<file path="src/sv/rtfh_pkg.sv">
// ----------------------------------------------------------------------------
// rtfh_pkg
// Shared widths and register addresses for the ray/triangle
// first-hit block.
// ----------------------------------------------------------------------------
package rtfh_pkg;

  localparam int COORD_WIDTH = 16;
  localparam int FRAC_BITS   = 8;
  localparam int NUM_REGS    = 6;
  localparam int ADDR_WIDTH  = 5;

  localparam logic [2:0] REG_ORIGIN_X = 3'd0;
  localparam logic [2:0] REG_ORIGIN_Y = 3'd1;
  localparam logic [2:0] REG_ORIGIN_Z = 3'd2;
  localparam logic [2:0] REG_DIR_X    = 3'd3;
  localparam logic [2:0] REG_DIR_Y    = 3'd4;
  localparam logic [2:0] REG_DIR_Z    = 3'd5;

endpackage

</file>
<file path="src/sv/rtfh_if.sv">
// ----------------------------------------------------------------------------
// rtfh_tri_if / rtfh_hit_if
// Valid/ready channels for triangle requests and hit results.
// ----------------------------------------------------------------------------
interface rtfh_tri_if #(parameter int COORD_WIDTH = rtfh_pkg::COORD_WIDTH);
  logic                          valid;
  logic                          ready;
  logic signed [COORD_WIDTH-1:0] vertex_a_x;
  logic signed [COORD_WIDTH-1:0] vertex_a_y;
  logic signed [COORD_WIDTH-1:0] vertex_a_z;
  logic signed [COORD_WIDTH-1:0] vertex_b_x;
  logic signed [COORD_WIDTH-1:0] vertex_b_y;
  logic signed [COORD_WIDTH-1:0] vertex_b_z;
  logic signed [COORD_WIDTH-1:0] vertex_c_x;
  logic signed [COORD_WIDTH-1:0] vertex_c_y;
  logic signed [COORD_WIDTH-1:0] vertex_c_z;
  logic                          last_face;
  modport source (output valid, vertex_a_x, vertex_a_y, vertex_a_z, vertex_b_x,
                  vertex_b_y, vertex_b_z, vertex_c_x, vertex_c_y, vertex_c_z,
                  last_face, input ready);
  modport sink   (input valid, vertex_a_x, vertex_a_y, vertex_a_z, vertex_b_x,
                  vertex_b_y, vertex_b_z, vertex_c_x, vertex_c_y, vertex_c_z,
                  last_face, output ready);
endinterface

interface rtfh_hit_if #(parameter int COORD_WIDTH = rtfh_pkg::COORD_WIDTH);
  logic                          valid;
  logic                          ready;
  logic                          hit;
  logic signed [COORD_WIDTH-1:0] hit_x;
  logic signed [COORD_WIDTH-1:0] hit_y;
  logic signed [COORD_WIDTH-1:0] hit_z;
  modport source (output valid, hit, hit_x, hit_y, hit_z, input ready);
  modport sink   (input valid, hit, hit_x, hit_y, hit_z, output ready);
endinterface

</file>
<file path="src/sv/rtfh_div.sv">
// ----------------------------------------------------------------------------
// rtfh_div
// Restoring divider, one quotient bit per cycle, unsigned magnitudes.
// ----------------------------------------------------------------------------
module rtfh_div #(
  parameter int WIDTH = 80
) (
  input  logic             clk,
  input  logic             rst,
  input  logic             start,
  input  logic [WIDTH-1:0] num,
  input  logic [WIDTH-1:0] den,
  output logic             done,
  output logic [WIDTH-1:0] quo
);
  localparam int CW = $clog2(WIDTH + 1);

  logic [WIDTH-1:0] rem;
  logic [WIDTH-1:0] dvd;
  logic [WIDTH-1:0] dvs;
  logic [CW-1:0]    count;
  logic             busy;
  logic [WIDTH:0]   trial;
  logic [WIDTH:0]   diff;

  assign trial = {rem, dvd[WIDTH-1]};
  assign diff  = trial - {1'b0, dvs};

  always_ff @(posedge clk) begin
    if (rst) begin
      busy  <= 1'b0;
      done  <= 1'b0;
      count <= '0;
    end else begin
      done <= 1'b0;
      if (start) begin
        busy  <= 1'b1;
        count <= CW'(WIDTH);
        rem   <= '0;
        dvd   <= num;
        dvs   <= den;
        quo   <= '0;
      end else if (busy) begin
        if (!diff[WIDTH]) begin
          rem <= diff[WIDTH-1:0];
        end else begin
          rem <= trial[WIDTH-1:0];
        end
        quo   <= {quo[WIDTH-2:0], ~diff[WIDTH]};
        dvd   <= {dvd[WIDTH-2:0], 1'b0};
        count <= count - 1'b1;
        if (count == CW'(1)) begin
          busy <= 1'b0;
          done <= 1'b1;
        end
      end
    end
  end
endmodule

</file>
<file path="src/sv/ray_triangle_first_hit.sv">
// ----------------------------------------------------------------------------
// ray_triangle_first_hit
// One-sided ray/triangle test over a set of triangles, first hit kept.
// ----------------------------------------------------------------------------
// Usage: write the ray origin and direction over the APB port while idle.
// Send triangles on the tri channel; each is tested in turn by one shared
// multiply-accumulate unit that walks a short microprogram (edge vectors,
// cross and dot products, u/v/w checks). A missed triangle keeps ready low
// until its test is done, so a new triangle is taken only after the last.
// Once a triangle is hit, later ones of the set are skipped without a test.
// The triangle that hits also forms the point: per axis four MAC steps and a
// bit-serial divide. A triangle with last_face set yields one result on the
// hit channel: hit flag and point, or zeros. ready is low while a triangle
// is being worked or a result is waiting; a stalled receiver simply holds
// the block. Reset clears registers, the found flag and the stored point.
// ----------------------------------------------------------------------------
module ray_triangle_first_hit #(
  parameter int COORD_WIDTH = rtfh_pkg::COORD_WIDTH
) (
  input  logic                                  clk,
  input  logic                                  rst,
  input  logic                                  psel,
  input  logic                                  penable,
  input  logic                                  pwrite,
  input  logic [rtfh_pkg::ADDR_WIDTH-1:0]       paddr,
  input  logic [31:0]                           pwdata,
  output logic [31:0]                           prdata,
  output logic                                  pready,
  rtfh_tri_if.sink                              tri_in,
  rtfh_hit_if.source                            hit_out
);
  // Widths: differences CW+1, cross products up to 2CW+3, dots and the point
  // numerator well inside MW. Multiplier operands are DW by YW.
  localparam int DW    = COORD_WIDTH + 1;
  localparam int YW    = 2 * COORD_WIDTH + 4;
  localparam int PW    = DW + YW;
  localparam int MW    = 4 * COORD_WIDTH + 12;
  localparam int SPLIT = YW - 1;

  localparam logic [3:0] ST_IDLE  = 4'd0;
  localparam logic [3:0] ST_MAC   = 4'd1;
  localparam logic [3:0] ST_POINT = 4'd2;
  localparam logic [3:0] ST_DIVGO = 4'd3;
  localparam logic [3:0] ST_DIVW  = 4'd4;
  localparam logic [3:0] ST_END   = 4'd5;
  localparam logic [3:0] ST_OUT   = 4'd6;

  logic [3:0] state;

  logic signed [COORD_WIDTH-1:0] cfg [rtfh_pkg::NUM_REGS];
  logic signed [COORD_WIDTH-1:0] va [3];
  logic signed [COORD_WIDTH-1:0] vb [3];
  logic signed [COORD_WIDTH-1:0] vc [3];
  logic                          last;
  logic                          found;
  logic signed [COORD_WIDTH-1:0] pt [3];

  // register file: e, f, B (diffs) and q, p, D, u, v, w (wide)
  logic signed [DW-1:0] e [3];
  logic signed [DW-1:0] f [3];
  logic signed [DW-1:0] bv [3];
  logic signed [MW-1:0] q [3];
  logic signed [MW-1:0] p [3];
  logic signed [MW-1:0] den, uu, vv, ww;

  // shared MAC: acc +/- (x * y), optionally shifted up by SPLIT
  logic [5:0]           step;
  logic [1:0]           pstep;
  logic [1:0]           axis;
  logic signed [MW-1:0] acc;
  logic signed [DW-1:0] opx;
  logic signed [YW-1:0] opy;
  logic                 sub_op;
  logic                 hi_op;
  logic signed [PW-1:0] prod;
  logic signed [MW-1:0] term;
  logic signed [MW-1:0] acc_next;

  // D and w split into low and high parts for the point numerator
  logic signed [YW-1:0] den_lo, den_hi, ww_lo, ww_hi;

  assign pready = 1'b1;

  always_comb begin
    prdata = '0;
    case (paddr[rtfh_pkg::ADDR_WIDTH-1:2])
      rtfh_pkg::REG_ORIGIN_X: prdata = 32'(cfg[0]);
      rtfh_pkg::REG_ORIGIN_Y: prdata = 32'(cfg[1]);
      rtfh_pkg::REG_ORIGIN_Z: prdata = 32'(cfg[2]);
      rtfh_pkg::REG_DIR_X:    prdata = 32'(cfg[3]);
      rtfh_pkg::REG_DIR_Y:    prdata = 32'(cfg[4]);
      rtfh_pkg::REG_DIR_Z:    prdata = 32'(cfg[5]);
      default:                prdata = '0;
    endcase
  end

  always_ff @(posedge clk) begin
    if (rst) begin
      for (int i = 0; i < rtfh_pkg::NUM_REGS; i++) cfg[i] <= '0;
    end else if (psel && penable && pwrite) begin
      if (paddr[rtfh_pkg::ADDR_WIDTH-1:2] < 3'(rtfh_pkg::NUM_REGS)) begin
        cfg[paddr[rtfh_pkg::ADDR_WIDTH-1:2]] <= pwdata[COORD_WIDTH-1:0];
      end
    end
  end

  assign den_lo = {1'b0, den[SPLIT-1:0]};
  assign den_hi = YW'(den >>> SPLIT);
  assign ww_lo  = {1'b0, ww[SPLIT-1:0]};
  assign ww_hi  = YW'(ww >>> SPLIT);

  // Microprogram. Each step: acc = (first ? 0 : acc) +/- opx*opy; the last
  // step of a group writes the target. In ST_POINT the same unit forms
  // S*D + d*w for one axis in four steps.
  logic       first, store;
  logic [3:0] target;
  localparam logic [3:0] T_NONE = 4'd0, T_Q0 = 4'd1, T_Q1 = 4'd2, T_Q2 = 4'd3,
                         T_D = 4'd4, T_U = 4'd5, T_P0 = 4'd6, T_P1 = 4'd7,
                         T_P2 = 4'd8, T_V = 4'd9, T_W = 4'd10;

  always_comb begin
    opx = '0; opy = '0; sub_op = 1'b0; hi_op = 1'b0; first = 1'b0; store = 1'b0;
    target = T_NONE;
    if (state == ST_POINT) begin
      first = (pstep == 2'd0);
      hi_op = pstep[0];
      opx   = pstep[1] ? DW'(cfg[rtfh_pkg::REG_DIR_X + 3'(axis)]) : DW'(cfg[3'(axis)]);
      case (pstep)
        2'd0:    opy = den_lo;
        2'd1:    opy = den_hi;
        2'd2:    opy = ww_lo;
        default: opy = ww_hi;
      endcase
    end else begin
      case (step)
        // q = e x d
        6'd0:  begin opx = e[1]; opy = YW'(cfg[5]); first = 1'b1; end
        6'd1:  begin opx = e[2]; opy = YW'(cfg[4]); sub_op = 1'b1; store = 1'b1;
                 target = T_Q0; end
        6'd2:  begin opx = e[2]; opy = YW'(cfg[3]); first = 1'b1; end
        6'd3:  begin opx = e[0]; opy = YW'(cfg[5]); sub_op = 1'b1; store = 1'b1;
                 target = T_Q1; end
        6'd4:  begin opx = e[0]; opy = YW'(cfg[4]); first = 1'b1; end
        6'd5:  begin opx = e[1]; opy = YW'(cfg[3]); sub_op = 1'b1; store = 1'b1;
                 target = T_Q2; end
        // D = f.q
        6'd6:  begin opx = f[0]; opy = YW'(q[0]); first = 1'b1; end
        6'd7:  begin opx = f[1]; opy = YW'(q[1]); end
        6'd8:  begin opx = f[2]; opy = YW'(q[2]); store = 1'b1; target = T_D; end
        // u = B.q
        6'd9:  begin opx = bv[0]; opy = YW'(q[0]); first = 1'b1; end
        6'd10: begin opx = bv[1]; opy = YW'(q[1]); end
        6'd11: begin opx = bv[2]; opy = YW'(q[2]); store = 1'b1; target = T_U; end
        // p = f x B
        6'd12: begin opx = f[1]; opy = YW'(bv[2]); first = 1'b1; end
        6'd13: begin opx = f[2]; opy = YW'(bv[1]); sub_op = 1'b1; store = 1'b1;
                 target = T_P0; end
        6'd14: begin opx = f[2]; opy = YW'(bv[0]); first = 1'b1; end
        6'd15: begin opx = f[0]; opy = YW'(bv[2]); sub_op = 1'b1; store = 1'b1;
                 target = T_P1; end
        6'd16: begin opx = f[0]; opy = YW'(bv[1]); first = 1'b1; end
        6'd17: begin opx = f[1]; opy = YW'(bv[0]); sub_op = 1'b1; store = 1'b1;
                 target = T_P2; end
        // v = d.p
        6'd18: begin opx = DW'(cfg[3]); opy = YW'(p[0]); first = 1'b1; end
        6'd19: begin opx = DW'(cfg[4]); opy = YW'(p[1]); end
        6'd20: begin opx = DW'(cfg[5]); opy = YW'(p[2]); store = 1'b1; target = T_V; end
        // w = e.p
        6'd21: begin opx = e[0]; opy = YW'(p[0]); first = 1'b1; end
        6'd22: begin opx = e[1]; opy = YW'(p[1]); end
        6'd23: begin opx = e[2]; opy = YW'(p[2]); store = 1'b1; target = T_W; end
        default: begin end
      endcase
    end
  end

  assign prod     = PW'(opx * opy);
  assign term     = hi_op ? (MW'(prod) <<< SPLIT) : MW'(prod);
  assign acc_next = (first ? MW'(0) : acc) + (sub_op ? -term : term);

  logic                 num_neg;
  logic [MW-1:0]        num_mag;
  logic                 div_start, div_done;
  logic [MW-1:0]        quo;
  logic signed [COORD_WIDTH-1:0] sat_val;
  localparam logic [MW-1:0] LIM = MW'(1) << (COORD_WIDTH - 1);

  rtfh_div #(.WIDTH(MW)) u_div (
    .clk   (clk),
    .rst   (rst),
    .start (div_start),
    .num   (num_mag),
    .den   (den),
    .done  (div_done),
    .quo   (quo)
  );

  always_comb begin
    if (num_neg) begin
      sat_val = (quo >= LIM) ? COORD_WIDTH'(LIM) : COORD_WIDTH'(-quo);
    end else begin
      sat_val = (quo >= LIM) ? COORD_WIDTH'(LIM - 1'b1) : COORD_WIDTH'(quo);
    end
  end

  logic tri_hit;
  assign tri_hit = (den > 0) && (uu >= 0) && (uu <= den) && (vv >= 0) &&
                   (uu + vv <= den) && (ww >= 0);

  assign tri_in.ready  = (state == ST_IDLE);
  assign hit_out.valid = (state == ST_OUT);
  assign hit_out.hit   = found;
  assign hit_out.hit_x = pt[0];
  assign hit_out.hit_y = pt[1];
  assign hit_out.hit_z = pt[2];

  always_ff @(posedge clk) begin
    if (rst) begin
      state     <= ST_IDLE;
      found     <= 1'b0;
      step      <= '0;
      axis      <= '0;
      pstep     <= '0;
      div_start <= 1'b0;
      for (int i = 0; i < 3; i++) pt[i] <= '0;
    end else begin
      div_start <= 1'b0;
      case (state)
        ST_IDLE: begin
          if (tri_in.valid) begin
            va[0] <= tri_in.vertex_a_x; va[1] <= tri_in.vertex_a_y;
            va[2] <= tri_in.vertex_a_z;
            vb[0] <= tri_in.vertex_b_x; vb[1] <= tri_in.vertex_b_y;
            vb[2] <= tri_in.vertex_b_z;
            vc[0] <= tri_in.vertex_c_x; vc[1] <= tri_in.vertex_c_y;
            vc[2] <= tri_in.vertex_c_z;
            last  <= tri_in.last_face;
            step  <= 6'd63;
            state <= found ? ST_END : ST_MAC;
          end
        end
        ST_MAC: begin
          if (step == 6'd63) begin
            // form the difference vectors first
            for (int i = 0; i < 3; i++) begin
              e[i]  <= DW'(vb[i]) - DW'(va[i]);
              f[i]  <= DW'(vc[i]) - DW'(va[i]);
              bv[i] <= DW'(cfg[i]) - DW'(va[i]);
            end
            step <= '0;
          end else if (step == 6'd24) begin
            if (tri_hit) begin
              state <= ST_POINT;
              axis  <= '0;
              pstep <= '0;
            end else begin
              state <= ST_END;
            end
          end else begin
            acc <= acc_next;
            if (store) begin
              case (target)
                T_Q0: q[0] <= acc_next;
                T_Q1: q[1] <= acc_next;
                T_Q2: q[2] <= acc_next;
                T_D:  den  <= acc_next;
                T_U:  uu   <= acc_next;
                T_P0: p[0] <= acc_next;
                T_P1: p[1] <= acc_next;
                T_P2: p[2] <= acc_next;
                T_V:  vv   <= acc_next;
                T_W:  ww   <= acc_next;
                default: begin end
              endcase
            end
            step <= step + 1'b1;
          end
        end
        ST_POINT: begin
          acc   <= acc_next;
          pstep <= pstep + 1'b1;
          if (pstep == 2'd3) begin
            num_neg   <= acc_next < 0;
            num_mag   <= (acc_next < 0) ? MW'(-acc_next) : MW'(acc_next);
            div_start <= 1'b1;
            state     <= ST_DIVGO;
          end
        end
        ST_DIVGO: state <= ST_DIVW;
        ST_DIVW: begin
          if (div_done) begin
            pt[axis] <= sat_val;
            if (axis == 2'd2) begin
              found <= 1'b1;
              state <= ST_END;
            end else begin
              axis  <= axis + 1'b1;
              state <= ST_POINT;
            end
          end
        end
        ST_END: state <= last ? ST_OUT : ST_IDLE;
        ST_OUT: begin
          if (hit_out.ready) begin
            found <= 1'b0;
            for (int i = 0; i < 3; i++) pt[i] <= '0;
            state <= ST_IDLE;
          end
        end
        default: state <= ST_IDLE;
      endcase
    end
  end
endmodule

</file>
<file path="src/flat_wrapper.sv">
// flat-port wrapper written by rule: the top's interface ports become plain ports
module ray_triangle_first_hit_flat 
#(
  parameter int COORD_WIDTH = rtfh_pkg::COORD_WIDTH
)
  (clk, rst, psel, penable, pwrite, paddr, pwdata, prdata, pready, tri_in_valid, tri_in_vertex_a_x, tri_in_vertex_a_y, tri_in_vertex_a_z, tri_in_vertex_b_x, tri_in_vertex_b_y, tri_in_vertex_b_z, tri_in_vertex_c_x, tri_in_vertex_c_y, tri_in_vertex_c_z, tri_in_last_face, tri_in_ready, hit_out_valid, hit_out_hit, hit_out_hit_x, hit_out_hit_y, hit_out_hit_z, hit_out_ready);
  rtfh_tri_if #(.COORD_WIDTH(COORD_WIDTH)) tri_in_i ();
  rtfh_hit_if #(.COORD_WIDTH(COORD_WIDTH)) hit_out_i ();
  input  logic clk;
  input  logic rst;
  input  logic psel;
  input  logic penable;
  input  logic pwrite;
  input  logic [rtfh_pkg::ADDR_WIDTH-1:0] paddr;
  input  logic [31:0] pwdata;
  output logic [31:0] prdata;
  output logic pready;
  input wire logic [$bits(tri_in_i.valid)-1:0] tri_in_valid;
  input wire logic [$bits(tri_in_i.vertex_a_x)-1:0] tri_in_vertex_a_x;
  input wire logic [$bits(tri_in_i.vertex_a_y)-1:0] tri_in_vertex_a_y;
  input wire logic [$bits(tri_in_i.vertex_a_z)-1:0] tri_in_vertex_a_z;
  input wire logic [$bits(tri_in_i.vertex_b_x)-1:0] tri_in_vertex_b_x;
  input wire logic [$bits(tri_in_i.vertex_b_y)-1:0] tri_in_vertex_b_y;
  input wire logic [$bits(tri_in_i.vertex_b_z)-1:0] tri_in_vertex_b_z;
  input wire logic [$bits(tri_in_i.vertex_c_x)-1:0] tri_in_vertex_c_x;
  input wire logic [$bits(tri_in_i.vertex_c_y)-1:0] tri_in_vertex_c_y;
  input wire logic [$bits(tri_in_i.vertex_c_z)-1:0] tri_in_vertex_c_z;
  input wire logic [$bits(tri_in_i.last_face)-1:0] tri_in_last_face;
  output wire logic [$bits(tri_in_i.ready)-1:0] tri_in_ready;
  output wire logic [$bits(hit_out_i.valid)-1:0] hit_out_valid;
  output wire logic [$bits(hit_out_i.hit)-1:0] hit_out_hit;
  output wire logic [$bits(hit_out_i.hit_x)-1:0] hit_out_hit_x;
  output wire logic [$bits(hit_out_i.hit_y)-1:0] hit_out_hit_y;
  output wire logic [$bits(hit_out_i.hit_z)-1:0] hit_out_hit_z;
  input wire logic [$bits(hit_out_i.ready)-1:0] hit_out_ready;
  assign tri_in_i.valid = tri_in_valid;
  assign tri_in_i.vertex_a_x = tri_in_vertex_a_x;
  assign tri_in_i.vertex_a_y = tri_in_vertex_a_y;
  assign tri_in_i.vertex_a_z = tri_in_vertex_a_z;
  assign tri_in_i.vertex_b_x = tri_in_vertex_b_x;
  assign tri_in_i.vertex_b_y = tri_in_vertex_b_y;
  assign tri_in_i.vertex_b_z = tri_in_vertex_b_z;
  assign tri_in_i.vertex_c_x = tri_in_vertex_c_x;
  assign tri_in_i.vertex_c_y = tri_in_vertex_c_y;
  assign tri_in_i.vertex_c_z = tri_in_vertex_c_z;
  assign tri_in_i.last_face = tri_in_last_face;
  assign tri_in_ready = tri_in_i.ready;
  assign hit_out_valid = hit_out_i.valid;
  assign hit_out_hit = hit_out_i.hit;
  assign hit_out_hit_x = hit_out_i.hit_x;
  assign hit_out_hit_y = hit_out_i.hit_y;
  assign hit_out_hit_z = hit_out_i.hit_z;
  assign hit_out_i.ready = hit_out_ready;
  ray_triangle_first_hit #(.COORD_WIDTH(COORD_WIDTH)) u_core (.clk(clk), .rst(rst), .psel(psel), .penable(penable), .pwrite(pwrite), .paddr(paddr), .pwdata(pwdata), .prdata(prdata), .pready(pready), .tri_in(tri_in_i), .hit_out(hit_out_i));
endmodule
</file>
<file path="config.mk">
export PLATFORM = sky130hd
export DESIGN_NAME = ray_triangle_first_hit_flat
export DESIGN_NICKNAME = d
export VERILOG_FILES = /design/src/sv/rtfh_pkg.sv /design/src/sv/rtfh_if.sv /design/src/sv/rtfh_div.sv /design/src/sv/ray_triangle_first_hit.sv /design/src/flat_wrapper.sv
export SDC_FILE = /design/constraint.sdc
export NUM_CORES = 2
export LEC_CHECK = 0
export BUFFER_PORTS_ARGS = -buffer_cell sky130_fd_sc_hd__buf_2
export CORE_UTILIZATION = 35
export DETAILED_ROUTE_END_ITERATION = 12
export GPL_TIMING_DRIVEN = 1
export PLACE_DENSITY = 0.53
export SKIP_LAST_GASP = 1
export SLEW_MARGIN = 15
export SYNTH_ARGS = -nofsm -noshare
export SYNTH_HDL_FRONTEND = slang
export SYNTH_HIERARCHICAL = 1
export SYNTH_SLANG_ARGS = --single-unit
</file>
<file path="constraint.sdc">
create_clock -name clk -period 13.1 [get_ports clk]
set_input_delay 2.62 -clock clk [delete_from_list [all_inputs] [get_ports clk]]
set_output_delay 2.62 -clock clk [all_outputs]
set_load 0.02 [all_outputs]
</file>
==> impl_summary.txt <==
----------------------------------------------------
[Timing]
  Worst clock skew on the final layout ... 0.0840 ns
  Final worst-path cycle share ... 98.7%
  Worst slack on hold paths ... 0.502 ns
  # setup viols final ... 0
  Upper clock frequency limit ... 77.3 MHz
  Number of hold violations in the final report ... 0
  Minimum clock period after layout ... 12.93 ns
  Relative slew slack ... 16.4%
  RSZ-0062 raised after global routing ... yes
  Tightest Pin Transition ... 1.25 ns
  Number of max-slew violations in the final report ... 0

[Logic synthesis]
  Async S/R FF share, synth ... 0%
  Unique cell type count in the Yosys netlist ... 112
  Cell taking the most area after synthesis ... sky130_fd_sc_hd__edfxtp_1
  Mapped Area ... 105,000 sq um
  Xor and xnor area share after synthesis ... 3.41%
  Area fraction in compound gates after synthesis ... 14.4%
  Per-instance average area after synthesis ... 10.6 sq um
  Post-synthesis mux area share ... 2.71%
  Most instantiated library cell after synthesis ... sky130_fd_sc_hd__edfxtp_1
  Dominant combinational cell family by area after synthesis ... adder cells
  Post-synthesis instance total ... 9,960
  Yosys warning count ... 6
  Sequential area share after synthesis ... 41.8%
  Synthesized-area fraction occupied by adder cells ... 19.2%
  Post-synth EDFFs ... 1,447
  Number of synthesized register bits ... 1,473
  Top flip-flop cell by instance count after synthesis ... sky130_fd_sc_hd__edfxtp_1
  Area share of the leading cell type in the synthesized netlist ... 41.3%
  Most common library cells after synthesis ... sky130_fd_sc_hd__edfxtp_1, sky130_fd_sc_hd__inv_1, sky130_fd_sc_hd__nor2_1
  Synth area leaders ... sky130_fd_sc_hd__edfxtp_1, sky130_fd_sc_hd__fa_1, sky130_fd_sc_hd__ha_1
  Simple-Gate Fraction of Synth Area ... 13.0%

[Layout]
  Net count of the finished layout ... 12,895
  Registers with the most flip-flops ... u_core/cfg: 128 flops, u_core/p: 108 flops, u_core/q: 108 flops
  Post-route cell area ... 131,000 sq um
  Largest Register ... u_core/cfg
  Fraction of layout instances using a drive strength above 1 ... 22.9%
  Filler cell count ... 27,933
  Synthesis-to-finish area growth ... 24.6%
  Final standard cell count with taps included and fillers excluded ... 15,515
  Max FFs per register ... 128

[Status]
  Outcome ... finished clean

[Critical path]
  Delay of the slowest cell on the worst path ... 0.59 ns
  Peak fanout along the critical path ... 16
  Worst-path cell with the longest stage delay ... sky130_fd_sc_hd__fa_1
  Data arrival, critical path ... 13.63 ns
  Data required, critical path ... 13.80 ns
  Launch point of the worst path ... u_core/step[1]$_SDFFE_PP0P_
  Worst r2r src ... u_core/step[1]$_SDFFE_PP0P_
  Critical Setup Path Class ... flop to flop
  Sort of element at the start of the critical path ... flop
  CP Capture Type ... flop
  Most used cell along the critical path ... sky130_fd_sc_hd__buf_4

[Die]
  Number of cell rows ... 200
  Floorplan Core Area ... 298,000 sq um
  IO Count ... 273
  Die width ... 550 um
  Die area ... 303,000 sq um
  Die height ... 550 um
  Initial cell density of the core ... 35.3%

[Hold path]
  Hold path startpoint ... u_core/hit_out.hit$_SDFFE_PP0P_
  Worst hold path class ... flop to flop

[Drt]
  Drt total wl ... 375 mm
  Detailed-routing iteration count for the pre-antenna-repair pass ... 11
  Via count ... 84,684
  First DRT Iteration DRCs ... 7,731
  WL/cell ... 24.2 um
  Avg Vias per Cell ... 5.46
  Residual DRC count ... 0
  Antenna viol nets, final ... 0

[Clock tree]
  Cts hold-fix bufs ... 0
  Clk slew on worst S/H paths ... 0.06 ns
  Clock Path Buffers ... 4
  Insertion delay to the later sink of the worst-skew pair ... 0.86 ns
  H-tree levels ... 4
  CTS tree ... done
  Clock sinks ... 1,473
  Library cell used as clock root buffer ... sky130_fd_sc_hd__clkbuf_16
  Number of buffers created by CTS ... 172

[Global route]
  GRT Overall Usage ... 24.2%
  Number of antenna violations at the first check in global routing ... 22
  Pin count of the biggest net entering global routing ... 148
  Vias in the first global route ... 84,292
  Congestion Overflow GR ... 0
  Wire length of the first global-routing pass ... 547 mm

[Placed design]
  DP Wirelength ... 293 mm
  DP Area ... 122,000 sq um
  Post-Place Cells ... 15,085
  RePlAce Congestion ... 0.931
  I/O Buffers ... 253

[Job]
  Max-cap violations ... 0

----------------------------------------------------
layout make-up:
type | count | area, sq um | area share (%)
flip-flops and latches | 1473 | 44000 | 33.5
multi-input cells | 7024 | 58700 | 44.8
well taps | 3939 | 4930 | 3.76
inverters | 1061 | 4000 | 3.05
diodes | 5 | 12.5 | 0.00954
clock inverters | 88 | 935 | 0.713
clock buffers | 209 | 4520 | 3.44
repair buffers | 1716 | 14000 | 10.7
per-stage QoR:
stage          setup slack (ns)  util, %  TNS (ns)
3_3_place_gp              -1.26     40.8   -101.87
5_1_grt                  -0.312     44.0    -13.35
6_report                  0.166     44.0         0
2_1_floorplan          -0.00826        -  -0.00826
4_1_cts                0.000276     43.1         0
3_5_place_dp              -1.35     40.8   -123.93
worst paths after layout:
check / slack (ns) / endpoint / cells after the start
hold reg to reg: 0.50 / u_core/hit_out.hit$_SDFFE_PP0P_ / 1
setup reg to reg: 0.17 / u_core/num_mag[75]$_SDFFCE_PP0P_ / 55
setup / recovery: 0.17 / u_core/num_mag[75]$_SDFFCE_PP0P_ / 55
hold / removal: 0.50 / u_core/hit_out.hit$_SDFFE_PP0P_ / 1
layout by cell type, fill, tap and decap left out, types with 159 or more instances in the layout:
master,synthesis,final
sky130_fd_sc_hd__buf_2,34,253
sky130_fd_sc_hd__nor2_1,946,909
sky130_fd_sc_hd__fa_1,594,579
sky130_fd_sc_hd__xnor2_1,263,241
sky130_fd_sc_hd__nor2b_1,181,179
sky130_fd_sc_hd__o21ai_0,376,322
sky130_fd_sc_hd__a22oi_1,160,159
sky130_fd_sc_hd__inv_1,1060,1025
sky130_fd_sc_hd__a21o_1,209,208
sky130_fd_sc_hd__edfxtp_1,1447,1447
sky130_fd_sc_hd__a21oi_1,540,475
sky130_fd_sc_hd__ha_1,664,615
sky130_fd_sc_hd__buf_4,19,1296
sky130_fd_sc_hd__nand2_1,797,775
sky130_fd_sc_hd__clkbuf_16,0,181
worst max-delay path, delay by kind of cell, from the launching register on:
kind / cells / cell delay (ns)
AO/OA/AOI/OAI: 8 / 2.00
XOR/XNOR: 2 / 0.32
adder cells (fa/ha/maj): 9 / 4.02
buffers and inverters: 17 / 2.48
flip-flops: 1 / 0.39
AND/OR/NAND/NOR: 19 / 3.55
routing by layer:
layer,track usage (%),part of all wire [%],vias up
met5,0,0.024,-
met4,8.53,3.9,14
met3,3.08,6.3,547
met2,39.6,46,3032
met1,32.8,44,42346
li1,-,-,38745
cells by family (layout without fill, tap and decap cells):
group           count (synthesis)  count (layout)
xor+xnor                      406             406
fa+ha+maj                    1258            1258
mux                           215             215
flops                        1473            1473
other cells                     2              38
compound gates               2222            2222
simple gates                 2890            2890
buf+inv                      1494            3074
what timing repair did:
item                                    in CTS  in global routing
pin swaps                                   65                240
gates cloned                                 2                  6
buffers inserted                            43                 80
gates resized for setup                    186                416
endpoints found under the setup margin     162                137
endpoints found under the hold margin        0                  0
Power is not shown: default switching activity piles up to over one toggle a cycle in this logic, so the estimate is an artifact.
